## src/rtl/iau_pkg.sv

```systemverilog
// Shared types, widths and codes for the interval arithmetic unit.
// No dependencies; every other file imports this package.
package iau_pkg;

  localparam int VALUE_WIDTH = 48;
  localparam int FRAC_BITS   = 16;

  // magnitude of a finite bound, and the split for partial products
  localparam int MAG_W      = VALUE_WIDTH - 1;
  localparam int SPLIT_W    = (MAG_W + 1) / 2;
  localparam int SPLIT_HI_W = MAG_W - SPLIT_W;
  localparam int PROD_W     = 2 * MAG_W;

  // reciprocal: 2^(2*FRAC_BITS) / m, one quotient bit per stage
  localparam int QUO_W       = 2 * FRAC_BITS + 1;
  localparam int REM_W       = MAG_W + 1;
  localparam int CMP_W       = (QUO_W > VALUE_WIDTH) ? QUO_W : VALUE_WIDTH;
  localparam int RECIP_DEPTH = QUO_W + 2;

  // control line: input stage, reciprocal, three multiply stages, min/max pair
  localparam int CTL_DEPTH = RECIP_DEPTH + 5;

  typedef logic signed [VALUE_WIDTH-1:0] value_t;

  localparam logic [VALUE_WIDTH-1:0] MAXMAG = {1'b0, {(VALUE_WIDTH-1){1'b1}}};
  localparam value_t PINF = {1'b0, {(VALUE_WIDTH-1){1'b1}}};
  localparam value_t NINF = {1'b1, {(VALUE_WIDTH-1){1'b0}}};
  localparam value_t ZERO = '0;

  localparam logic [2:0] CMD_ADD   = 3'd0;
  localparam logic [2:0] CMD_SUB   = 3'd1;
  localparam logic [2:0] CMD_MUL   = 3'd2;
  localparam logic [2:0] CMD_DIV   = 3'd3;
  localparam logic [2:0] CMD_HULL  = 3'd4;
  localparam logic [2:0] CMD_ISECT = 3'd5;
  localparam logic [2:0] CMD_WIDEN = 3'd6;
  localparam logic [2:0] CMD_NARROW = 3'd7;

  localparam logic [1:0] ST_OK    = 2'd0;
  localparam logic [1:0] ST_EMPTY = 2'd1;
  localparam logic [1:0] ST_ZSPAN = 2'd2;
  localparam logic [1:0] ST_UNDEF = 2'd3;

  // one item as it travels down the pipeline; e_* is the non-multiply result
  typedef struct packed {
    logic [2:0] cmd;
    value_t     a_lo;
    value_t     a_hi;
    logic       a_def;
    value_t     b_lo;
    value_t     b_hi;
    logic       b_def;
    value_t     e_lo;
    value_t     e_hi;
    logic       e_def;
    logic [1:0] e_st;
    logic       below;
    logic       above;
    logic       equal;
  } item_t;

endpackage

```

## src/rtl/iau_addlat.sv

```systemverilog
// Add, subtract, lattice commands, operand checks and order flags.
// Purely combinational; depends on iau_pkg. Registered by the top level.
module iau_addlat import iau_pkg::*; (
  input  item_t item_in,
  output item_t item_out
);

  localparam logic signed [VALUE_WIDTH:0] PINF_X = {2'b00, {(VALUE_WIDTH-1){1'b1}}};
  localparam logic signed [VALUE_WIDTH:0] NINF_X = {2'b11, {(VALUE_WIDTH-1){1'b0}}};

  // negate with swapped infinities; the most negative finite code goes to plus infinity
  function automatic value_t neg_bound(input value_t v);
    value_t r;
    begin
      if (v == NINF || v == NINF + value_t'(1)) r = PINF;
      else if (v == PINF) r = NINF;
      else r = -v;
      return r;
    end
  endfunction

  // saturating sum; opposite infinities are caught separately
  function automatic value_t sat_add(input value_t x, input value_t y);
    logic signed [VALUE_WIDTH:0] s;
    value_t r;
    begin
      s = {x[VALUE_WIDTH-1], x} + {y[VALUE_WIDTH-1], y};
      if (x == PINF || y == PINF) r = PINF;
      else if (x == NINF || y == NINF) r = NINF;
      else if (s >= PINF_X) r = PINF;
      else if (s <= NINF_X) r = NINF;
      else r = s[VALUE_WIDTH-1:0];
      return r;
    end
  endfunction

  function automatic logic opp_inf(input value_t x, input value_t y);
    return (x == NINF && y == PINF) || (x == PINF && y == NINF);
  endfunction

  value_t     al, ah, bl, bh;
  value_t     nl, nh, tl, th, lo, hi;
  logic [1:0] st;
  logic       def;

  assign al = item_in.a_lo;
  assign ah = item_in.a_hi;
  assign bl = item_in.b_lo;
  assign bh = item_in.b_hi;
  assign nl = neg_bound(bh);
  assign nh = neg_bound(bl);

  // pick the second operand of the sum, ordered for subtract
  always_comb begin
    if (item_in.cmd == CMD_SUB) begin
      tl = (nh < nl) ? nh : nl;
      th = (nh < nl) ? nl : nh;
    end else begin
      tl = bl;
      th = bh;
    end
  end

  // result of every command but multiply and divide, and their checks
  always_comb begin
    lo  = ZERO;
    hi  = ZERO;
    def = 1'b1;
    st  = ST_OK;
    if (item_in.cmd inside {CMD_ADD, CMD_SUB, CMD_MUL, CMD_DIV}) begin
      if (!item_in.a_def || !item_in.b_def) begin
        st = ST_UNDEF;
      end else begin
        case (item_in.cmd)
          CMD_ADD, CMD_SUB: begin
            if (opp_inf(al, tl) || opp_inf(ah, th)) begin
              st = ST_UNDEF;
            end else begin
              lo = sat_add(al, tl);
              hi = sat_add(ah, th);
            end
          end
          CMD_DIV: begin
            if (!(bl > ZERO || bh < ZERO)) st = ST_ZSPAN;
          end
          default: st = ST_OK;
        endcase
      end
    end else if (!item_in.b_def) begin
      lo  = al;
      hi  = ah;
      def = item_in.a_def;
      if (!item_in.a_def) st = ST_UNDEF;
    end else if (!item_in.a_def) begin
      lo = bl;
      hi = bh;
    end else begin
      case (item_in.cmd)
        CMD_HULL: begin
          lo = (al < bl) ? al : bl;
          hi = (ah > bh) ? ah : bh;
          if (lo > hi) st = ST_EMPTY;
        end
        CMD_ISECT: begin
          lo = (al > bl) ? al : bl;
          hi = (ah < bh) ? ah : bh;
          if (lo > hi) st = ST_EMPTY;
        end
        CMD_WIDEN: begin
          lo = (bl < al) ? NINF : al;
          hi = (bh > ah) ? PINF : ah;
        end
        default: begin
          lo = (al == NINF) ? bl : ((al < bl) ? al : bl);
          hi = (ah == PINF) ? bh : ((ah > bh) ? ah : bh);
        end
      endcase
    end
    // empty, zero-span and undefined add/sub/mul/div results carry zero bounds
    if (st == ST_EMPTY || st == ST_ZSPAN ||
        (st == ST_UNDEF && item_in.cmd inside {CMD_ADD, CMD_SUB, CMD_MUL, CMD_DIV})) begin
      lo  = ZERO;
      hi  = ZERO;
      def = 1'b0;
    end
    if (st == ST_UNDEF) def = 1'b0;
  end

  always_comb begin
    item_out       = item_in;
    item_out.e_lo  = lo;
    item_out.e_hi  = hi;
    item_out.e_def = def;
    item_out.e_st  = st;
    item_out.below = ah < bl;
    item_out.above = bh < al;
    item_out.equal = (al == bl) && (ah == bh);
  end

endmodule

```

## config.mk

```make
export PLATFORM = sky130hd
export DESIGN_NAME = iau_addlat
export DESIGN_NICKNAME = d
export VERILOG_FILES = /design/src/rtl/iau_pkg.sv /design/src/rtl/iau_addlat.sv
export SDC_FILE = /design/constraint.sdc
export NUM_CORES = 2
export LEC_CHECK = 0
export BUFFER_PORTS_ARGS = -buffer_cell sky130_fd_sc_hd__buf_2
export CORE_ASPECT_RATIO = 1.75
export CORE_UTILIZATION = 25
export DETAILED_ROUTE_END_ITERATION = 7
export PLACE_DENSITY = 0.42
export SLEW_MARGIN = 10
export SYNTH_ARGS = -nofsm -noshare
export SYNTH_HDL_FRONTEND = slang
export SYNTH_SLANG_ARGS = --single-unit
```

## constraint.sdc

```tcl
create_clock -name vclk -period 15.67
set_input_delay 2.3505 -clock vclk [all_inputs]
set_output_delay 2.3505 -clock vclk [all_outputs]
set_load 0.05 [all_outputs]
```

==> summary.txt <==
run status - finished with violations
failing checks - capacitance limit, slew limit
hold_sp - item_in[148]
DRC Markers - 0
global placer's final weighted congestion - 1.134
Routed WL - 245300 microns
max cap viols - 1
max incr delay on CP - 880 ps
Detailed Routing Iterations Pass 1 - 7
Die Span Y - 465.9 microns
vias in the first global route - 42571
Setup violations, final - 0
DR vias - 44357
Core ar. - 0.1216 sq mm
pin count of the biggest net entering global routing - 77
WP data arrival - 12890 ps
DP Worst Slack - -453.6 ps
part of the cycle the worst path needs - 0.9725
CP max FO - 10
fillers - 13421
Peak Freq - 65.62 MHz
most used cell, CP - buf_4
Least-Margin Pin Slew - 1516 ps
CLK BUF - 0
Synth area leaders - ha_1, a21oi_1, mux2i_1
Final Max Tran Viols - 3
Netlist Area Pre-Place - 0.03075 sq mm
final worst setup slack - 430.9 ps
final hold vios - 0
initial drt markers - 4407
layout overhead on the synthesized area - 35.35%
WP buf/inv - 19
Layout Nets - 6355
Post-Syn Instances - 4657
hold depth - 2
I/O Pins - 598
Worst Setup End Kind - primary output
relative slew slack - -0.02011
WL/cell - 33.86 microns
Die Area - 0.1244 sq mm
cts hold-fix bufs - 0
Final min period - 15240 ps
Critical Path RT - 13320 ps
initial core utilization - 0.2529
post-synth cell types - 82
FFs & Latches - 0
Hold Path Class - in2out
Seq/Total Area, Yosys - 0
cell taking the most area after synthesis - ha_1
antenna-violating nets left - 0
RSZ-0062 raised after global routing - false
total track usage - 0.3793
worst hold endpoint - item_out[148]
global-route wire length before repair - 332300 microns
synth warn - 0
slowest cell on the critical path - o311ai_1
Synth Net Count - 5403
initial antenna violation count - 20
sequential cell area - 0 sq um
num rows - 169
post-DP HPWL - 204400 microns
Port Buffers - 496
Crit Path Class - in2out
drt via density - 6.122
layout cells sized above 1 - 0.2855
kind of cell adding the most delay to the critical path - buffers and inverters
Die W - 267.1 microns
Avg Synthesized Cell Area - 6.602 sq um
total grt overflow - 0
area share of the largest cell type after synthesis - 0.1811
Setup crit start kind - primary input
per-stage QoR:
step | cells | TNS, ps | utilization | cell area, sq um | hold WS [ps]
2_1_floorplan | 4657 | 0 | - | 30750 | 4868
3_3_place_gp | 7228 | -15010 | 0.3411 | 41470 | 5027
3_5_place_dp | 7228 | -13890 | 0.3411 | 41470 | 5026
4_1_cts | 7228 | 0 | 0.3411 | 41480 | 5027
5_1_grt | 7236 | 0 | 0.3421 | 41590 | 5032
6_report | 7245 | 0 | 0.3423 | 41620 | 5025
metal layers:
layer | global-route usage | vias up | part of all wire | wire [microns]
met5 | 0 | - | 0.00052 | 127
met4 | 0.3749 | 20 | 0.12 | 29760
met3 | 0.07861 | 1011 | 0.087 | 21360
met2 | 0.6113 | 2937 | 0.44 | 108800
met1 | 0.4056 | 21076 | 0.35 | 85210
li1 | - | 19313 | - | -
kinds of logic after synthesis:
family                     Yosys count  synth area share
and+or+nand+nor                   1544            0.2520
muxes                              189           0.06185
buffers and inverters              822            0.1276
AOI/OAI and AO/OA                 1502            0.3326
xor gates and xnor gates           153           0.04358
adders and majority gates          447            0.1824
synthesized netlist by cell type, types with 86 or more instances:
library cell	number
ha_1	445
buf_4	206
o221ai_1	100
clkbuf_1	294
xnor2_1	133
nand3_1	113
nor3_1	130
a221o_1	86
nand2_1	446
inv_1	254
a21o_1	161
o21ai_0	284
mux2i_1	181
nor2_1	284
a21oi_1	372
nor4_1	103
nand4_1	188
what timing repair did:
action                                  4_1_cts  5_1_grt
endpoints found under the setup margin       47       89
pin swaps                                     1        2
setup buffers                                 0        1
gates resized for setup                       2       12
final cells by class:
class,count,area (sq um),share of cell area
multi-input combinational,3835,27160,0.6527
timing repair buffer,1515,11420,0.2745
tap,1624,2032,0.04883
inverter,257,964.7,0.02318
antenna,14,35.03,0.0008418
how the worst max path moves through the flow:
stage / start / endpoint / slack, ps / cells after the start
6_report: item_in[170] / item_out[64] / 430 / 48
5_1_grt: item_in[170] / item_out[64] / 9 / 48
4_1_cts: item_in[152] / item_out[100] / 110 / 46
3_5_place_dp: item_in[152] / item_out[100] / -450 / 45
3_3_place_gp: item_in[152] / item_out[100] / -500 / 45
2_1_floorplan: item_in[139] / item_out[53] / 910 / 33
cells in the final DEF (no fill, tap or decap), drive strengths merged, types with 16 or more instances in the layout:
| cell type | synthesis | routed |
|---|---|---|
| nor3 | 130 | 130 |
| nand4 | 188 | 188 |
| xor2 | 20 | 20 |
| o221ai | 100 | 100 |
| o21a | 47 | 47 |
| or4 | 39 | 39 |
| o211ai | 51 | 51 |
| nor2b | 49 | 49 |
| mux2i | 181 | 181 |
| xnor2 | 133 | 133 |
| nand2 | 446 | 446 |
| a221o | 86 | 86 |
| a21oi | 373 | 373 |
| a31oi | 34 | 34 |
| nor4 | 106 | 106 |
| or3 | 28 | 28 |
| a22oi | 37 | 37 |
| and2 | 27 | 27 |
| o2bb2ai | 59 | 59 |
| a21o | 161 | 161 |
| nand2b | 47 | 47 |
| o22ai | 24 | 24 |
| o311ai | 21 | 21 |
| nand3 | 113 | 113 |
| and4 | 16 | 16 |
| a211oi | 35 | 35 |
| o21ai | 286 | 286 |
| o31ai | 39 | 39 |
| inv | 254 | 254 |
| nor2 | 285 | 285 |
| ha | 445 | 445 |
| buf | 271 | 1513 |
| and3 | 21 | 21 |
